===== src/pth_pkg.sv =====
`default_nettype none

package pth_pkg;

    // Input operation codes, as they arrive in s_tuser
    localparam logic [1:0] OP_PULSE = 2'd0;
    localparam logic [1:0] OP_TICK  = 2'd1;
    localparam logic [1:0] OP_BYTE  = 2'd2;

    // Configuration register indexes
    localparam logic [0:0] REG_GAP_TICKS = 1'b0;
    localparam logic [0:0] REG_BAND      = 1'b1;

    // Serial command codes
    localparam logic [7:0] RX_ARM_CODE   = 8'hAA;
    localparam logic [7:0] RX_REPLY_CODE = 8'h00;

    // Reset values of the configuration registers
    localparam logic [15:0] GAP_TICKS_RESET = 16'd50;
    localparam logic [7:0]  BAND_RESET      = 8'd8;

    // Celsius conversion offset, in counts
    localparam int CEL_OFFSET = 801;

    // Entries of the front-to-back queue
    localparam int QUEUE_DEPTH = 2;
    localparam int QPTR_W      = $clog2(QUEUE_DEPTH);
    localparam int QCNT_W      = $clog2(QUEUE_DEPTH + 1);

    typedef enum logic [1:0] {
        KIND_PULSE = 2'd0,
        KIND_TICK  = 2'd1,
        KIND_BYTE  = 2'd2,
        KIND_NONE  = 2'd3
    } kind_t;

    typedef struct packed {
        kind_t      kind;
        logic [7:0] data;
    } q_entry_t;

endpackage

`default_nettype wire


===== src/pth_front.sv =====
`default_nettype none

module pth_front (
    input  wire logic              aclk,
    input  wire logic              aresetn,
    input  wire logic              s_tvalid,
    output logic                   s_tready,
    input  wire logic [1:0]        s_tuser,   // [1:0] operation
    input  wire logic [7:0]        s_tdata,   // [7:0] rx_byte
    output logic                   q_valid,
    output pth_pkg::q_entry_t      q_entry,
    input  wire logic              q_pop
);
    import pth_pkg::*;

    q_entry_t              mem_reg [QUEUE_DEPTH];
    logic [QPTR_W-1:0]     wr_ptr_reg, wr_ptr_next;
    logic [QPTR_W-1:0]     rd_ptr_reg, rd_ptr_next;
    logic [QCNT_W-1:0]     count_reg, count_next;
    q_entry_t              in_entry;
    logic                  push;

    // Classify the incoming transaction
    always_comb begin
        in_entry.data = s_tdata;
        unique case (s_tuser)
            OP_PULSE: in_entry.kind = KIND_PULSE;
            OP_TICK:  in_entry.kind = KIND_TICK;
            OP_BYTE:  in_entry.kind = KIND_BYTE;
            default:  in_entry.kind = KIND_NONE;
        endcase
    end

    assign s_tready = (count_reg != QCNT_W'(QUEUE_DEPTH));
    assign push     = s_tvalid && s_tready;
    assign q_valid  = (count_reg != '0);
    assign q_entry  = mem_reg[rd_ptr_reg];

    always_comb begin
        wr_ptr_next = wr_ptr_reg;
        rd_ptr_next = rd_ptr_reg;
        count_next  = count_reg;
        if (push) begin
            wr_ptr_next = (wr_ptr_reg == QPTR_W'(QUEUE_DEPTH - 1)) ? '0
                                                                     : wr_ptr_reg + 1'b1;
        end
        if (q_pop) begin
            rd_ptr_next = (rd_ptr_reg == QPTR_W'(QUEUE_DEPTH - 1)) ? '0
                                                                     : rd_ptr_reg + 1'b1;
        end
        if (push && !q_pop) begin
            count_next = count_reg + 1'b1;
        end else if (!push && q_pop) begin
            count_next = count_reg - 1'b1;
        end
    end

    always_ff @(posedge aclk) begin
        if (!aresetn) begin
            wr_ptr_reg <= '0;
            rd_ptr_reg <= '0;
            count_reg  <= '0;
        end else begin
            wr_ptr_reg <= wr_ptr_next;
            rd_ptr_reg <= rd_ptr_next;
            count_reg  <= count_next;
        end
    end

    always_ff @(posedge aclk) begin
        if (push) begin
            mem_reg[wr_ptr_reg] <= in_entry;
        end
    end

endmodule

`default_nettype wire


===== src/pth_median.sv =====
`default_nettype none

module pth_median #(
    parameter int WINDOW_DEPTH = 9,
    parameter int COUNT_WIDTH  = 16
) (
    input  wire logic                   aclk,
    input  wire logic                   aresetn,
    input  wire logic                   start,
    input  wire logic [COUNT_WIDTH-1:0] win [WINDOW_DEPTH],
    output logic                        done,
    output logic [COUNT_WIDTH-1:0]      median
);
    localparam int IDX_W = $clog2(WINDOW_DEPTH);
    localparam int CNT_W = $clog2(WINDOW_DEPTH + 1);
    localparam int MID   = (WINDOW_DEPTH - 1) / 2;

    logic                    busy_reg;
    logic                    checking_reg;
    logic                    done_reg;
    logic [IDX_W-1:0]        idx_reg;
    logic [WINDOW_DEPTH-1:0] lt_vec_reg, le_vec_reg;
    logic [COUNT_WIDTH-1:0]  cand_reg;
    logic [COUNT_WIDTH-1:0]  median_reg;
    logic [WINDOW_DEPTH-1:0] lt_cmp, le_cmp;
    logic [CNT_W-1:0]        lt_cnt, le_cnt;
    logic                    hit;

    // Rank the candidate against every entry of the window
    always_comb begin
        for (int i = 0; i < WINDOW_DEPTH; i++) begin
            lt_cmp[i] = win[i] <  win[idx_reg];
            le_cmp[i] = win[i] <= win[idx_reg];
        end
    end

    assign lt_cnt = CNT_W'($countones(lt_vec_reg));
    assign le_cnt = CNT_W'($countones(le_vec_reg));
    // The candidate is the median when it can sit at the middle sorted place
    assign hit    = (lt_cnt <= CNT_W'(MID)) && (le_cnt > CNT_W'(MID));

    always_ff @(posedge aclk) begin
        if (!aresetn) begin
            busy_reg     <= 1'b0;
            checking_reg <= 1'b0;
            done_reg     <= 1'b0;
            idx_reg      <= '0;
        end else begin
            done_reg <= 1'b0;
            if (start) begin
                busy_reg     <= 1'b1;
                checking_reg <= 1'b0;
                idx_reg      <= '0;
            end else if (busy_reg && !checking_reg) begin
                checking_reg <= 1'b1;
            end else if (busy_reg) begin
                checking_reg <= 1'b0;
                if (hit) begin
                    busy_reg <= 1'b0;
                    done_reg <= 1'b1;
                end else begin
                    idx_reg <= idx_reg + 1'b1;
                end
            end
        end
    end

    always_ff @(posedge aclk) begin
        if (busy_reg && !checking_reg) begin
            lt_vec_reg <= lt_cmp;
            le_vec_reg <= le_cmp;
            cand_reg   <= win[idx_reg];
        end
        if (busy_reg && checking_reg && hit) begin
            median_reg <= cand_reg;
        end
    end

    assign done   = done_reg;
    assign median = median_reg;

endmodule

`default_nettype wire


===== src/pth_back.sv =====
`default_nettype none

module pth_back #(
    parameter int WINDOW_DEPTH = 9,
    parameter int COUNT_WIDTH  = 16
) (
    input  wire logic              aclk,
    input  wire logic              aresetn,
    input  wire logic              cfg_we,
    input  wire logic [0:0]        cfg_index,
    input  wire logic [15:0]       cfg_wdata,
    input  wire logic              q_valid,
    input  wire pth_pkg::q_entry_t q_entry,
    output logic                   q_pop,
    output logic                   m_tvalid,
    input  wire logic              m_tready,
    output logic [31:0]            m_tdata,
    output logic [0:0]             m_tuser,
    output logic                   m_tlast
);
    import pth_pkg::*;

    localparam int CMP_W  = (COUNT_WIDTH > 16) ? COUNT_WIDTH : 16;
    localparam int DIFF_W = (COUNT_WIDTH > 10) ? COUNT_WIDTH : 10;
    localparam int PROD_W = DIFF_W + 3;

    typedef enum logic [3:0] {
        ST_IDLE   = 4'b0001,
        ST_MEDIAN = 4'b0010,
        ST_FINISH = 4'b0100,
        ST_REPLY  = 4'b1000
    } back_state_t;

    function automatic logic heater_rule(input logic allowed, input logic on,
                                         input logic [CMP_W-1:0] med,
                                         input logic [CMP_W-1:0] sp,
                                         input logic [CMP_W-1:0] band);
        logic r;
        r = on;
        if (allowed) begin
            if (on && med >= sp) begin
                r = 1'b0;
            end else if (!on && sp > band && med < sp - band) begin
                r = 1'b1;
            end
        end
        return r;
    endfunction

    back_state_t            state_reg, state_next;
    logic [15:0]            gap_ticks_reg, gap_ticks_next;
    logic [7:0]             band_reg, band_next;
    logic [COUNT_WIDTH-1:0] pulse_count_reg, pulse_count_next;
    logic [15:0]            gap_timer_reg, gap_timer_next;
    logic                   gap_running_reg, gap_running_next;
    logic [COUNT_WIDTH-1:0] win_reg [WINDOW_DEPTH];
    logic [COUNT_WIDTH-1:0] win_next [WINDOW_DEPTH];
    logic [COUNT_WIDTH-1:0] median_reg, median_next;
    logic [15:0]            setpoint_reg, setpoint_next;
    logic                   heater_reg, heater_next;
    logic                   allowed_reg, allowed_next;
    logic                   armed_reg, armed_next;
    logic                   expect_high_reg, expect_high_next;
    logic [DIFF_W-1:0]      mag_reg, mag_next;
    logic                   neg_reg, neg_next;
    logic [7:0]             hi_byte_reg, hi_byte_next;
    logic                   m_tvalid_reg, m_tvalid_next;
    logic [31:0]            m_tdata_reg, m_tdata_next;
    logic                   m_tuser_reg, m_tuser_next;
    logic                   m_tlast_reg, m_tlast_next;

    logic                   out_free;
    logic                   emit;
    logic                   e_tx_valid;
    logic [7:0]             e_tx_byte;
    logic                   e_last;
    logic                   med_start;
    logic                   med_done;
    logic [COUNT_WIDTH-1:0] med_value;
    logic [15:0]            timer_inc;
    logic [15:0]            gap_limit;
    logic [DIFF_W-1:0]      med_wide;
    logic [PROD_W-1:0]      cel_prod;
    logic [15:0]            cel_q;
    logic [15:0]            cel_word;

    pth_median #(
        .WINDOW_DEPTH (WINDOW_DEPTH),
        .COUNT_WIDTH  (COUNT_WIDTH)
    ) u_median (
        .aclk    (aclk),
        .aresetn (aresetn),
        .start   (med_start),
        .win     (win_reg),
        .done    (med_done),
        .median  (med_value)
    );

    assign out_free  = !m_tvalid_reg || m_tready;
    assign timer_inc = gap_timer_reg + 16'd1;
    assign gap_limit = (gap_ticks_reg == 16'd0) ? 16'd1 : gap_ticks_reg;
    assign med_wide  = DIFF_W'(median_reg);

    // Celsius: 5 * |median - offset| + 4, divided by 8, sign put back
    assign cel_prod  = {1'b0, mag_reg, 2'b00} + {3'b000, mag_reg} + PROD_W'(4);
    assign cel_q     = 16'(cel_prod[PROD_W-1:3]);
    assign cel_word  = neg_reg ? (~cel_q + 16'd1) : cel_q;

    always_comb begin
        state_next       = state_reg;
        gap_ticks_next   = gap_ticks_reg;
        band_next        = band_reg;
        pulse_count_next = pulse_count_reg;
        gap_timer_next   = gap_timer_reg;
        gap_running_next = gap_running_reg;
        win_next         = win_reg;
        median_next      = median_reg;
        setpoint_next    = setpoint_reg;
        heater_next      = heater_reg;
        allowed_next     = allowed_reg;
        armed_next       = armed_reg;
        expect_high_next = expect_high_reg;
        mag_next         = mag_reg;
        neg_next         = neg_reg;
        hi_byte_next     = hi_byte_reg;
        q_pop            = 1'b0;
        med_start        = 1'b0;
        emit             = 1'b0;
        e_tx_valid       = 1'b0;
        e_tx_byte        = 8'd0;
        e_last           = 1'b1;

        if (cfg_we) begin
            case (cfg_index)
                REG_GAP_TICKS: gap_ticks_next = cfg_wdata;
                REG_BAND:      band_next      = cfg_wdata[7:0];
                default:       gap_ticks_next = gap_ticks_reg;
            endcase
        end

        unique case (state_reg)
            ST_IDLE: begin
                if (q_valid && out_free) begin
                    q_pop = 1'b1;
                    emit  = 1'b1;
                    unique case (q_entry.kind)
                        KIND_PULSE: begin
                            pulse_count_next = pulse_count_reg + 1'b1;
                            gap_timer_next   = 16'd0;
                            gap_running_next = 1'b1;
                        end
                        KIND_TICK: begin
                            if (gap_running_reg) begin
                                if (timer_inc >= gap_limit) begin
                                    gap_running_next = 1'b0;
                                    gap_timer_next   = 16'd0;
                                    pulse_count_next = '0;
                                    if (pulse_count_reg != '0) begin
                                        // Shift the burst in, rank later
                                        for (int i = WINDOW_DEPTH - 1; i > 0; i--) begin
                                            win_next[i] = win_reg[i-1];
                                        end
                                        win_next[0] = pulse_count_reg;
                                        med_start   = 1'b1;
                                        emit        = 1'b0;
                                        state_next  = ST_MEDIAN;
                                    end else begin
                                        heater_next = heater_rule(allowed_reg, heater_reg,
                                            CMP_W'(median_reg), CMP_W'(setpoint_reg),
                                            CMP_W'(band_reg));
                                    end
                                end else begin
                                    gap_timer_next = timer_inc;
                                end
                            end
                        end
                        KIND_BYTE: begin
                            if (armed_reg && expect_high_reg) begin
                                setpoint_next    = {q_entry.data, setpoint_reg[7:0]};
                                allowed_next     = 1'b1;
                                armed_next       = 1'b0;
                                expect_high_next = 1'b0;
                                heater_next = heater_rule(1'b1, heater_reg,
                                    CMP_W'(median_reg),
                                    CMP_W'({q_entry.data, setpoint_reg[7:0]}),
                                    CMP_W'(band_reg));
                            end else if (armed_reg) begin
                                allowed_next     = 1'b0;
                                setpoint_next    = {8'd0, q_entry.data};
                                expect_high_next = 1'b1;
                            end else if (q_entry.data == RX_ARM_CODE) begin
                                armed_next       = 1'b1;
                                expect_high_next = 1'b0;
                            end else if (q_entry.data == RX_REPLY_CODE) begin
                                e_tx_valid   = 1'b1;
                                e_tx_byte    = cel_word[7:0];
                                e_last       = 1'b0;
                                hi_byte_next = cel_word[15:8];
                                state_next   = ST_REPLY;
                            end
                        end
                        KIND_NONE: begin
                            emit = 1'b1;
                        end
                        default: begin
                            emit = 1'b1;
                        end
                    endcase
                end
            end
            ST_MEDIAN: begin
                if (med_done) begin
                    median_next = med_value;
                    state_next  = ST_FINISH;
                end
            end
            ST_FINISH: begin
                // Refresh the Celsius operands from the new median
                if (med_wide >= DIFF_W'(CEL_OFFSET)) begin
                    mag_next = med_wide - DIFF_W'(CEL_OFFSET);
                    neg_next = 1'b0;
                end else begin
                    mag_next = DIFF_W'(CEL_OFFSET) - med_wide;
                    neg_next = 1'b1;
                end
                if (out_free) begin
                    emit        = 1'b1;
                    heater_next = heater_rule(allowed_reg, heater_reg,
                        CMP_W'(median_reg), CMP_W'(setpoint_reg), CMP_W'(band_reg));
                    state_next  = ST_IDLE;
                end
            end
            ST_REPLY: begin
                if (out_free) begin
                    emit       = 1'b1;
                    e_tx_valid = 1'b1;
                    e_tx_byte  = hi_byte_reg;
                    state_next = ST_IDLE;
                end
            end
            default: begin
                state_next = ST_IDLE;
            end
        endcase

        m_tvalid_next = m_tvalid_reg;
        m_tdata_next  = m_tdata_reg;
        m_tuser_next  = m_tuser_reg;
        m_tlast_next  = m_tlast_reg;
        if (emit) begin
            m_tvalid_next = 1'b1;
            m_tdata_next  = {6'd0, e_tx_byte, 16'(median_next), allowed_next, heater_next};
            m_tuser_next  = e_tx_valid;
            m_tlast_next  = e_last;
        end else if (m_tready) begin
            m_tvalid_next = 1'b0;
        end
    end

    always_ff @(posedge aclk) begin
        if (!aresetn) begin
            state_reg       <= ST_IDLE;
            gap_ticks_reg   <= GAP_TICKS_RESET;
            band_reg        <= BAND_RESET;
            pulse_count_reg <= '0;
            gap_timer_reg   <= '0;
            gap_running_reg <= 1'b0;
            for (int i = 0; i < WINDOW_DEPTH; i++) begin
                win_reg[i] <= '0;
            end
            median_reg      <= '0;
            setpoint_reg    <= 16'd1;
            heater_reg      <= 1'b0;
            allowed_reg     <= 1'b0;
            armed_reg       <= 1'b0;
            expect_high_reg <= 1'b0;
            mag_reg         <= DIFF_W'(CEL_OFFSET);
            neg_reg         <= 1'b1;
            m_tvalid_reg    <= 1'b0;
        end else begin
            state_reg       <= state_next;
            gap_ticks_reg   <= gap_ticks_next;
            band_reg        <= band_next;
            pulse_count_reg <= pulse_count_next;
            gap_timer_reg   <= gap_timer_next;
            gap_running_reg <= gap_running_next;
            win_reg         <= win_next;
            median_reg      <= median_next;
            setpoint_reg    <= setpoint_next;
            heater_reg      <= heater_next;
            allowed_reg     <= allowed_next;
            armed_reg       <= armed_next;
            expect_high_reg <= expect_high_next;
            mag_reg         <= mag_next;
            neg_reg         <= neg_next;
            m_tvalid_reg    <= m_tvalid_next;
        end
    end

    always_ff @(posedge aclk) begin
        hi_byte_reg <= hi_byte_next;
        m_tdata_reg <= m_tdata_next;
        m_tuser_reg <= m_tuser_next;
        m_tlast_reg <= m_tlast_next;
    end

    assign m_tvalid   = m_tvalid_reg;
    assign m_tdata    = m_tdata_reg;
    assign m_tuser[0] = m_tuser_reg;
    assign m_tlast    = m_tlast_reg;

endmodule

`default_nettype wire


===== src/pulse_thermostat_median_hysteresis.sv =====
// Pulse-counting thermostat with a median filter and a hysteresis heater rule.
// Input stream: one transaction per event. s_tuser carries the operation
// (pulse edge, timer tick, serial byte), s_tdata the received serial byte.
// Output stream: one transaction per input event, two for a Celsius reply
// (low byte, then high byte with m_tlast set). Every output transaction
// carries heater state, heater enable and the current window median.
// Configuration: cfg_we writes cfg_wdata to register cfg_index
// (0 gap_ticks, 1 hysteresis_band); write only while the block is idle.
// Throughput: one item per cycle for pulses, ticks and bytes while the output
// is not stalled; a reply sends its second output transaction before the next
// item is taken. A tick that ends a nonzero burst holds further items until
// the median unit, which ranks one candidate entry at a time against the whole window, is done.
// A two-entry queue sits between the input side and the execution side, and
// the output register lets a result wait while the next item is accepted.
// Reset (aresetn low, synchronous) clears counts, window, median, setpoint
// (to one), heater and receiver state, and reloads the register defaults.
// When the receiver stalls, the output holds, the queue fills and s_tready
// drops; no transaction is lost.
`default_nettype none

module pulse_thermostat_median_hysteresis #(
    parameter int WINDOW_DEPTH = 9,
    parameter int COUNT_WIDTH  = 16
) (
    input  wire logic        aclk,
    input  wire logic        aresetn,
    // Configuration write port
    input  wire logic        cfg_we,
    input  wire logic [0:0]  cfg_index,
    input  wire logic [15:0] cfg_wdata,
    // Input stream
    input  wire logic        s_tvalid,
    output logic             s_tready,
    input  wire logic [1:0]  s_tuser,   // [1:0] operation
    input  wire logic [7:0]  s_tdata,   // [7:0] rx_byte
    // Result stream
    output logic             m_tvalid,
    input  wire logic        m_tready,
    output logic [31:0]      m_tdata,   // [0] heater_drive, [1] heater_enabled,
                                        // [17:2] median_count, [25:18] tx_byte,
                                        // [31:26] zero
    output logic [0:0]       m_tuser,   // [0] tx_valid
    output logic             m_tlast    // last
);
    import pth_pkg::*;

    logic     q_valid;
    q_entry_t q_entry;
    logic     q_pop;

    // Accept and classify transactions, hold them in the queue
    pth_front u_front (
        .aclk     (aclk),
        .aresetn  (aresetn),
        .s_tvalid (s_tvalid),
        .s_tready (s_tready),
        .s_tuser  (s_tuser),
        .s_tdata  (s_tdata),
        .q_valid  (q_valid),
        .q_entry  (q_entry),
        .q_pop    (q_pop)
    );

    // Execute queued items and drive the result register
    pth_back #(
        .WINDOW_DEPTH (WINDOW_DEPTH),
        .COUNT_WIDTH  (COUNT_WIDTH)
    ) u_back (
        .aclk      (aclk),
        .aresetn   (aresetn),
        .cfg_we    (cfg_we),
        .cfg_index (cfg_index),
        .cfg_wdata (cfg_wdata),
        .q_valid   (q_valid),
        .q_entry   (q_entry),
        .q_pop     (q_pop),
        .m_tvalid  (m_tvalid),
        .m_tready  (m_tready),
        .m_tdata   (m_tdata),
        .m_tuser   (m_tuser),
        .m_tlast   (m_tlast)
    );

endmodule

`default_nettype wire

===== config.mk =====
export PLATFORM = sky130hd
export DESIGN_NAME = pulse_thermostat_median_hysteresis
export DESIGN_NICKNAME = d
export VERILOG_FILES = /design/src/pth_pkg.sv /design/src/pth_front.sv /design/src/pth_median.sv /design/src/pth_back.sv /design/src/pulse_thermostat_median_hysteresis.sv
export SDC_FILE = /design/constraint.sdc
export NUM_CORES = 1
export LEC_CHECK = 0
export ABC_CLOCK_PERIOD_IN_PS = 5900
export BUFFER_PORTS_ARGS = -buffer_cell sky130_fd_sc_hd__buf_2
export CORE_MARGIN = 2
export CORE_UTILIZATION = 54
export DETAILED_ROUTE_END_ITERATION = 10
export GPL_ROUTABILITY_DRIVEN = 0
export GPL_TIMING_DRIVEN = 0
export PLACE_DENSITY = 0.71
export SYNTH_ARGS = -nofsm -noshare
export SYNTH_HDL_FRONTEND = slang
export SYNTH_SLANG_ARGS = --single-unit

===== constraint.sdc =====
create_clock -name aclk -period 5.9 [get_ports aclk]
set_input_delay 1.475 -clock aclk [delete_from_list [all_inputs] [get_ports aclk]]
set_output_delay 1.475 -clock aclk [all_outputs]
set_load 0.005 [all_outputs]

==> results of run 1 <==
==> metal layers <==
| metal | part of all wire | up-vias |
|---|---|---|
| met1 | 0.41 | 8530 |
| met2 | 0.49 | 521 |
| met3 | 0.052 | 161 |
| met4 | 0.041 | 0 |
| li1 | - | 8462 |
| met5 | 0 | - |
==> kinds of logic (layout without fill, tap and decap cells) <==
logic type	count (synthesis)	in the layout	share of synthesized area
AO/OA/AOI/OAI	385	385	0.110
adder cells (fa/ha/maj)	269	269	0.154
XOR/XNOR	101	101	0.0394
multiplexers	221	221	0.117
flip-flops	377	377	0.383
AND/OR/NAND/NOR	730	730	0.155
buffers and inverters	217	357	0.0404
other	1	6	0.000167
==> synth_stat cells (6+ instances only) <==
library cell  instances  area share
dfxtp_1             271        0.24
ha_1                257        0.14
nor2_1              251       0.042
nand2_1             185       0.031
mux2i_1             171       0.076
inv_1               121       0.020
a21oi_1             115       0.026
edfxtp_1            106        0.14
o21ai_0              71       0.016
clkbuf_1             56      0.0094
o21a_1               55       0.018
xnor2_1              52       0.020
xor2_1               49       0.019
a21o_1               45       0.015
nand3_1              43      0.0096
nand4_1              43       0.012
mux4_2               32       0.032
nor3_1               32      0.0071
and2_1               31      0.0086
nor2b_1              29      0.0081
nand2b_1             26      0.0072
and3_1               20      0.0056
buf_2                19      0.0042
nor4_1               19      0.0053
mux2_2               18      0.0090
a211oi_1             17      0.0057
o211ai_1             16      0.0054
buf_4                12      0.0040
fa_1                 12       0.011
or3_1                12      0.0033
a31oi_1              10      0.0028
nand3b_1              7      0.0023
o21ai_1               7      0.0016
buf_1                 6      0.0010
nor4b_1               6      0.0023
or2_2                 6      0.0017
==> worst paths after layout <==
check / from / slack, ns / end
max: u_back.u_median.idx_reg[0]$_SDFFE_PP0P_ / 0.74 / u_back.u_median.le_vec_reg[0]$_DFFE_PP_
min: u_back.u_median.cand_reg[6]$_DFFE_PP_ / 0.42 / u_back.u_median.median[6]$_DFFE_PP_
max reg2reg: u_back.u_median.idx_reg[0]$_SDFFE_PP0P_ / 0.74 / u_back.u_median.le_vec_reg[0]$_DFFE_PP_
min reg2reg: u_back.u_median.cand_reg[6]$_DFFE_PP_ / 0.42 / u_back.u_median.median[6]$_DFFE_PP_
==> power by group through the flow <==
stage	logic (mW)	clock network, mW	registers, mW
2_1_floorplan	0.483	0	2.95
4_1_cts	0.782	2.83	2.89
5_1_grt	0.860	2.92	2.91
3_3_place_gp	0.753	0	2.95
6_report	0.780	2.80	2.89
3_5_place_dp	0.778	0	2.95
==> final cells by class <==
| type | count | area, µm² |
|---|---|---|
| well taps | 532 | 666 |
| multi-input cells | 1712 | 13000 |
| flip-flops and latches | 377 | 8610 |
| repair buffers | 60 | 309 |
| plain buffers | 96 | 452 |
| clock buffers | 60 | 1250 |
| inverters | 121 | 454 |
| fillers | 3439 | 16000 |
| clock inverters | 20 | 224 |
==> reports/qor.txt, run 1 <==
Die Area: 43200 µm²
RSZ-0062 raised after global routing: no
Max Freq: 194 MHz
Final setup vio count: 0
LEAKAGE: 11.6 nW
Hold_buf cts: 0
Cell breakdown of the critical path: clkbuf_1 -> clkbuf_1 -> mux4_2 -> mux2i_1 -> o21a_1 -> ha_1 -> nor2b_1 -> o21a_1 -> o21a_1 -> o21a_1 -> o21a_1 -> o21ai_0 -> nand3_1 -> a21o_1 -> a31oi_1
Final wirelength: 60000 µm
Final worst slack: 0.744 ns
First-pass GRT wire length: 95100 µm
Syn. warnings: 0
NetSw: 1.70 mW
First-pass DRT Iterations: 7
PD cells: 260 nW/µm²
Die width: 208 µm
CTS H-tree lvls: 2
Rows: 74
Synthesized area: 22400 µm²
Util after Layout: 0.609
Clk buf depth: 3
Crit. End Element: flop
CTS Sinks: 377
Slew Viols, Final: 0
Met3 global-route usage: 0.0371
CTS tree: done
Ant. Diodes: 0
Routed WL per cell: 20.2 µm
Drc violations: 0
Comb pwr share: 0.120
Final net count: 2712
Cts bufs inserted: 43
Vias: 17700
Commonest non-fill, non-tap cells in the layout: dfxtp_1 (271), ha_1 (257), nor2_1 (251)
Die Y: 208 µm
Crit Path Category: flop to flop
Number of setup buffers added after CTS: 0
Grt total ovfl: 0
Post-Place Cells: 2898
Post-DR vias/cell: 5.93
Final Skew: 0.0229 ns
Antenna viol nets, final: 0
Internal: 4.77 mW
Top delay family on crit path: compound AO/OA/AOI/OAI gates
Max incr delay on CP: 0.72 ns
Share of post-route cells with drive strength above 1: 0.101
DP Worst Slack: 0.747 ns
Worst EP arrival: 5.49 ns
I/O pins: 68
Post_cts resized: 0
Max reg flops: 144
Ys flop type: dfxtp_1
Crit path launch type: flop
Final Cycle Share: 0.874
CP Depth: 15
CP Data Required Time: 6.24 ns
Hold depth: 0
Number of DRC markers in iteration 0: 1173
Placed inst area: 23500 µm²
Clock root buffer: clkbuf_16
Met1 Usage GRT: 0.336
Most common cell on crit path: o21a_1
Switch share: 0.262
Fin area: 24900 µm²
Clock transition at path regs: 0.06 ns
Vias in the first global route: 17800
GRT Overall Usage: 0.277
Sequential group share of total power: 0.447
Tot Pwr: 6.47 mW
CP max-delay cell: clkbuf_1
Synth cell types: 75
Commonest non-fill, non-tap cell in the layout: dfxtp_1
Met2 GRT Util: 0.489
Final cell count without fillers: 2978
Min Tclk post-route: 5.16 ns
Outcome: finished, final reports clean
Largest fanout on the critical path: 10
Setup TNS: 0 ns
Final hold viol count: 0
Reg2reg path depth: 15
Hold Crit Class: flop to flop
Synthesized netlist cell count: 2301
Largest net degree at the start of global routing: 36
EDFF count, synth: 106
Worst hold slack: 0.422 ns
Headroom to the max-slew limit: 0.151
Clock Latency Late Sink: 0.58 ns
Tightest Pin Transition: 1.26 ns
Fraction of registers with async set or reset after synthesis: 0
IO buf count: 58
Buf/Inv on CP: 2
Core area: 40900 µm²
Antenna violations before repair: 0
#FFs+latches synth: 377
Post-synthesis sequential area ratio: 0.383
Max-Cap Viols: 0
Clock share of power: 0.432
Maximum VDD drop: 214 µV
Busiest grt layer: met2
Initial Utilization: 0.549
DP HPWL: 45300 µm
Area delta synth->final: 11.1%
Avg Inst Size Synth: 9.76 µm²
No activity file was read; power rests on OpenSTA's default activity.
==> run 2, diff against run 1 <==
Settings changed: CTS_BUF_LIST from default to sky130_fd_sc_hd__clkbuf_4 sky130_fd_sc_hd__clkbuf_8 sky130_fd_sc_hd__clkbuf_16.
==> run 2 against run 1 <==
Die area unchanged. Power increased by 0.45%. Sequential share of layout area about the same. Critical path depth unchanged. Maximum frequency decreased by 0.27%. First-iteration DRC count fell by 5.0%. Non-clock buffer count unchanged. Critical path type unchanged. Highest routed layer unchanged.
==> reports/qor.txt, run 2 (synthesized netlist as in run 1, its figures left out) <==
Die width: 208 µm (unchanged)
Min Tclk post-route: 5.17 ns (+0.0141 ns)
Slew Viols, Final: 0 (unchanged)
Worst EP arrival: 5.51 ns (+0.02 ns)
Commonest non-fill, non-tap cells in the layout: dfxtp_1 (271), ha_1 (257), nor2_1 (251)
Final setup vio count: 0 (unchanged)
Ant. Diodes: 0 (unchanged)
Die Y: 208 µm (unchanged)
Tightest Pin Transition: 1.27 ns (+0.0144 ns)
Placed inst area: 23500 µm² (unchanged)
Headroom to the max-slew limit: 0.141 (-0.00972)
Final net count: 2712 (unchanged)
Crit Path Category: flop to flop
Hold Crit Class: flop to flop
Outcome: finished, final reports clean
Largest fanout on the critical path: 10 (unchanged)
Clock root buffer: clkbuf_16
Crit path launch type: flop
Post-DR vias/cell: 5.94 (about the same)
Final hold viol count: 0 (unchanged)
CTS Sinks: 377 (unchanged)
Final Skew: 0.0232 ns (+0.000367 ns)
Hold_buf cts: 0 (unchanged)
Initial Utilization: 0.549 (unchanged)
LEAKAGE: 11.6 nW (+0.21%)
DP Worst Slack: 0.747 ns (unchanged)
Post_cts resized: 0 (unchanged)
Core area: 40900 µm² (unchanged)
First-pass GRT wire length: 95200 µm (about the same)
Antenna viol nets, final: 0 (unchanged)
Clk buf depth: 3 (unchanged)
CTS H-tree lvls: 2 (unchanged)
Grt total ovfl: 0 (unchanged)
Met1 Usage GRT: 0.335 (-0.000388)
Final Cycle Share: 0.876 (+0.00239)
Maximum VDD drop: 213 µV (-0.34%)
Rows: 74 (unchanged)
Max reg flops: 144 (unchanged)
IO buf count: 58 (unchanged)
Clock Latency Late Sink: 0.58 ns (about the same)
Cts bufs inserted: 43 (unchanged)
DP HPWL: 45300 µm (unchanged)
Buf/Inv on CP: 2 (unchanged)
RSZ-0062 raised after global routing: no
First-pass DRT Iterations: 5 (-2)
Top delay family on crit path: compound AO/OA/AOI/OAI gates
Area delta synth->final: 11.2%
CTS tree: done
Vias in the first global route: 17800 (unchanged)
Crit. End Element: flop
Vias: 17700 (+0.096%)
Routed WL per cell: 20.2 µm (+0.21%)
Largest net degree at the start of global routing: 36 (unchanged)
Number of setup buffers added after CTS: 0 (unchanged)
I/O pins: 68 (unchanged)
Fin area: 25000 µm² (+0.11%)
Tot Pwr: 6.50 mW (+0.45%)
Max incr delay on CP: 0.74 ns (+0.02 ns)
Final cell count without fillers: 2978 (unchanged)
Commonest non-fill, non-tap cell in the layout: dfxtp_1
Antenna violations before repair: 0 (unchanged)
CP Data Required Time: 6.24 ns (about the same)
Busiest grt layer: met2
Number of DRC markers in iteration 0: 1114 (-5.0%)
Setup TNS: 0 ns (unchanged)
Max-Cap Viols: 0 (unchanged)
Most common cell on crit path: o21a_1
Clock transition at path regs: 0.06 ns (about the same)
Final worst slack: 0.730 ns (-0.0141 ns)
GRT Overall Usage: 0.277 (about the same)
Cell breakdown of the critical path: clkbuf_1 -> clkbuf_1 -> mux4_2 -> mux2i_1 -> o21a_1 -> ha_1 -> nor2b_1 -> o21a_1 -> o21a_1 -> o21a_1 -> o21a_1 -> o21ai_0 -> nand3_1 -> a21o_1 -> a31oi_1
PD cells: 260 nW/µm² (+0.34%)
Drc violations: 0 (unchanged)
Post-Place Cells: 2898 (unchanged)
Met3 global-route usage: 0.0369 (-0.000151)
Die Area: 43200 µm² (unchanged)
Final wirelength: 60200 µm (+0.21%)
CP max-delay cell: clkbuf_1
Met2 GRT Util: 0.488 (about the same)
Max Freq: 193 MHz (-0.27%)
Share of post-route cells with drive strength above 1: 0.104 (+0.00286)
run 2: cell counts in the layout (fill, tap and decap cells not counted):
Identical to the previous run, type by type.
run 2: power breakdown:
part           total [mW]  switching (mW)  internal, mW  leakage, nW
Combinational       0.779           0.504         0.275         7.65
Sequential           2.89          0.0585          2.83         3.18
Clock                2.83            1.13          1.70        0.753
Total                6.50            1.69          4.81         11.6
run 2: final timing paths:
check / startpoint / slack, ns / cells after the start / endpoint
worst max-delay path: u_back.u_median.idx_reg[0]$_SDFFE_PP0P_ / 0.73 / 15 / u_back.u_median.le_vec_reg[0]$_DFFE_PP_
worst min-delay path: u_back.u_median.cand_reg[6]$_DFFE_PP_ / 0.42 / 0 / u_back.u_median.median[6]$_DFFE_PP_
worst max register to register: u_back.u_median.idx_reg[0]$_SDFFE_PP0P_ / 0.73 / 15 / u_back.u_median.le_vec_reg[0]$_DFFE_PP_
worst min register to register: u_back.u_median.cand_reg[6]$_DFFE_PP_ / 0.42 / 0 / u_back.u_median.median[6]$_DFFE_PP_
run 2: final cells by class:
| type | instances | area (µm²) |
|---|---|---|
| clock buffers | 60 | 1280 |
| fillers | 3446 | 16000 |
| repair buffers | 60 | 309 |
| multi-input cells | 1712 | 13000 |
| well taps | 532 | 666 |
| clock inverters | 20 | 224 |
| flip-flops and latches | 377 | 8610 |
| plain buffers | 96 | 452 |
| inverters | 121 | 454 |
run 2: layer usage:
layer / part of all wire / vias up
met5: 0 / -
met2: 0.49 / 529
met3: 0.051 / 170
li1: - / 8454
met1: 0.41 / 8538
met4: 0.044 / 0
run 2: metrics by stage:
| stage | hold slack [ns] | utilization |
|---|---|---|
| 2_1_floorplan | 0.400 | - |
| 3_3_place_gp | 0.403 | 0.572 |
| 3_5_place_dp | 0.407 | 0.573 |
| 4_1_cts | 0.424 | 0.610 |
| 5_1_grt | 0.427 | 0.610 |
| 6_report | 0.419 | 0.610 |
==> run 3, diff against run 2 <==
Settings changed: CORE_ASPECT_RATIO from default to 0.5.
==> run 3 against run 2 <==
Clock power fell by 10%. Via count down 2.1%. Register-to-register slack worse by 0.02 ns. Combinational power up 3.5%. Highest routed layer unchanged. Clock skew shrank 0.0044 ns. Sequential share of layout area increased by 0.25 points. Global-route usage is 0.83 points lower. Die area rose by 0.23%. Worst setup slack lost 0.025 ns.
==> reports/qor.txt, run 3 (synthesized netlist as in run 1, its figures left out) <==
Outcome: finished, final reports clean
Slew Viols, Final: 0 (unchanged)
CTS tree: done
Final cell count without fillers: 2975 (-0.10%)
Routed WL per cell: 19.4 µm (-4.0%)
First-pass DRT Iterations: 6 (+1)
Final worst slack: 0.706 ns (-0.0247 ns)
Final net count: 2707 (-0.18%)
Core area: 40700 µm² (-0.48%)
Vias in the first global route: 16900 (-4.6%)
RSZ-0062 raised after global routing: no
Most common cell on crit path: o21a_1
IO buf count: 58 (unchanged)
Post-DR vias/cell: 5.82 (-2.0%)
Post-Place Cells: 2907 (+0.31%)
Util after Layout: 0.608 (-0.00153)
Number of setup buffers added after CTS: 0 (unchanged)
Setup TNS: 0 ns (unchanged)
Die Area: 43300 µm² (+0.23%)
Clk buf depth: 3 (unchanged)
Headroom to the max-slew limit: 0.193 (+0.0518)
Crit Path Category: flop to flop
Top delay family on crit path: compound AO/OA/AOI/OAI gates
Worst EP arrival: 5.50 ns (about the same)
Hold_buf cts: 0 (unchanged)
Largest net degree at the start of global routing: 36 (unchanged)
Max Freq: 193 MHz (-0.48%)
Clock transition at path regs: 0.06 ns (about the same)
I/O pins: 68 (unchanged)
Drc violations: 0 (unchanged)
Max-Cap Viols: 0 (unchanged)
Buf/Inv on CP: 2 (unchanged)
Cell breakdown of the critical path: clkbuf_1 -> clkbuf_1 -> mux4_2 -> mux2i_1 -> o21a_1 -> ha_1 -> nor2b_1 -> o21a_1 -> o21a_1 -> o21a_1 -> o21a_1 -> o21ai_0 -> nand3_1 -> a21o_1 -> a31oi_1
Grt total ovfl: 0 (unchanged)
Ant. Diodes: 0 (unchanged)
DP HPWL: 43300 µm (-4.5%)
Die Y: 148 µm (-29%)
Post_cts resized: 0 (unchanged)
DP Worst Slack: 0.837 ns (+0.0904 ns)
Commonest non-fill, non-tap cells in the layout: dfxtp_1 (271), ha_1 (257), nor2_1 (251)
LEAKAGE: 11.5 nW (-0.99%)
Hold Crit Class: flop to flop
PD cells: 252 nW/µm² (-3.4%)
Largest fanout on the critical path: 10 (unchanged)
Commonest non-fill, non-tap cell in the layout: dfxtp_1
Final Skew: 0.0189 ns (-0.00435 ns)
Antenna violations before repair: 0 (unchanged)
CTS H-tree lvls: 2 (unchanged)
Final setup vio count: 0 (unchanged)
Clock Latency Late Sink: 0.56 ns (-0.02 ns)
Clock root buffer: clkbuf_16
Max reg flops: 144 (unchanged)
Area delta synth->final: 10.4%
Final Cycle Share: 0.880 (+0.00419)
GRT Overall Usage: 0.268 (-0.00832)
CP max-delay cell: clkbuf_1
Final hold viol count: 0 (unchanged)
Initial Utilization: 0.551 (+0.00263)
Crit path launch type: flop
CP Data Required Time: 6.20 ns (-0.04 ns)
Antenna viol nets, final: 0 (unchanged)
Crit. End Element: flop
Number of DRC markers in iteration 0: 1291 (+16%)
First-pass GRT wire length: 91900 µm (-3.5%)
Vias: 17300 (-2.1%)
Tightest Pin Transition: 1.20 ns (-0.0690 ns)
Cts bufs inserted: 37 (-14%)
Final wirelength: 57700 µm (-4.1%)
Maximum VDD drop: 189 µV (-12%)
Max incr delay on CP: 0.75 ns (about the same)
Min Tclk post-route: 5.19 ns (+0.0247 ns)
Share of post-route cells with drive strength above 1: 0.0986 (-0.00528)
Die width: 292 µm (+41%)
CTS Sinks: 377 (unchanged)
Rows: 52 (-30%)
[run 3: cell types whose count changed in the layout (fill, tap and decap cells not counted), moves of 2 or more]
| cell | before | now |
|---|---|---|
| clkinvlp_4 | 2 | 4 |
| clkbuf_4 | 7 | 4 |
| clkinv_1 | 1 | 3 |
| clkbuf_8 | 9 | 4 |
| clkbuf_16 | 44 | 39 |
[run 3: final cells by class]
class / instances / area [µm²]
Multi-Input combinational cell: 1712 / 13000
Sequential cell: 377 / 8610
Buffer: 96 / 452
Inverter: 121 / 454
Clock inverter: 21 / 226
Fill cell: 3458 / 16000
Clock buffer: 47 / 1060
Tap cell: 540 / 676
Timing Repair Buffer: 61 / 333
[run 3: stage by stage]
| step | hold WS (ns) | total power, mW | instance area, µm² |
|---|---|---|---|
| 2_1_floorplan | 0.400 | 3.43 | 22500 |
| 3_3_place_gp | 0.401 | 3.70 | 23400 |
| 3_5_place_dp | 0.405 | 3.75 | 23500 |
| 4_1_cts | 0.415 | 6.26 | 24800 |
| 5_1_grt | 0.420 | 6.46 | 24800 |
| 6_report | 0.419 | 6.23 | 24800 |
[run 3: per-layer routing]
metal / vias to the layer above / global-route usage / wire [µm]
met3: 99 / 0.0399 / 3550
met4: 0 / 0.0841 / 1590
met5: - / 0 / 0
li1: 8443 / - / -
met1: 8281 / 0.356 / 25800
met2: 492 / 0.455 / 26800
[run 3: worst paths after layout]
kind / start / slack [ns] / cells past startpoint / to
setup reg to reg: u_back.u_median.idx_reg[0]$_SDFFE_PP0P_ / 0.71 / 15 / u_back.u_median.le_vec_reg[0]$_DFFE_PP_
setup / recovery: u_back.u_median.idx_reg[0]$_SDFFE_PP0P_ / 0.71 / 15 / u_back.u_median.le_vec_reg[0]$_DFFE_PP_
hold reg to reg: u_back.u_median.cand_reg[12]$_DFFE_PP_ / 0.42 / 0 / u_back.u_median.median[12]$_DFFE_PP_
hold / removal: u_back.u_median.cand_reg[12]$_DFFE_PP_ / 0.42 / 0 / u_back.u_median.median[12]$_DFFE_PP_
[run 3: power by group]
group	internal (mW)	switching, mW
Combinational	0.298	0.508
Sequential	2.83	0.0578
Clock	1.46	1.08
Total	4.59	1.64
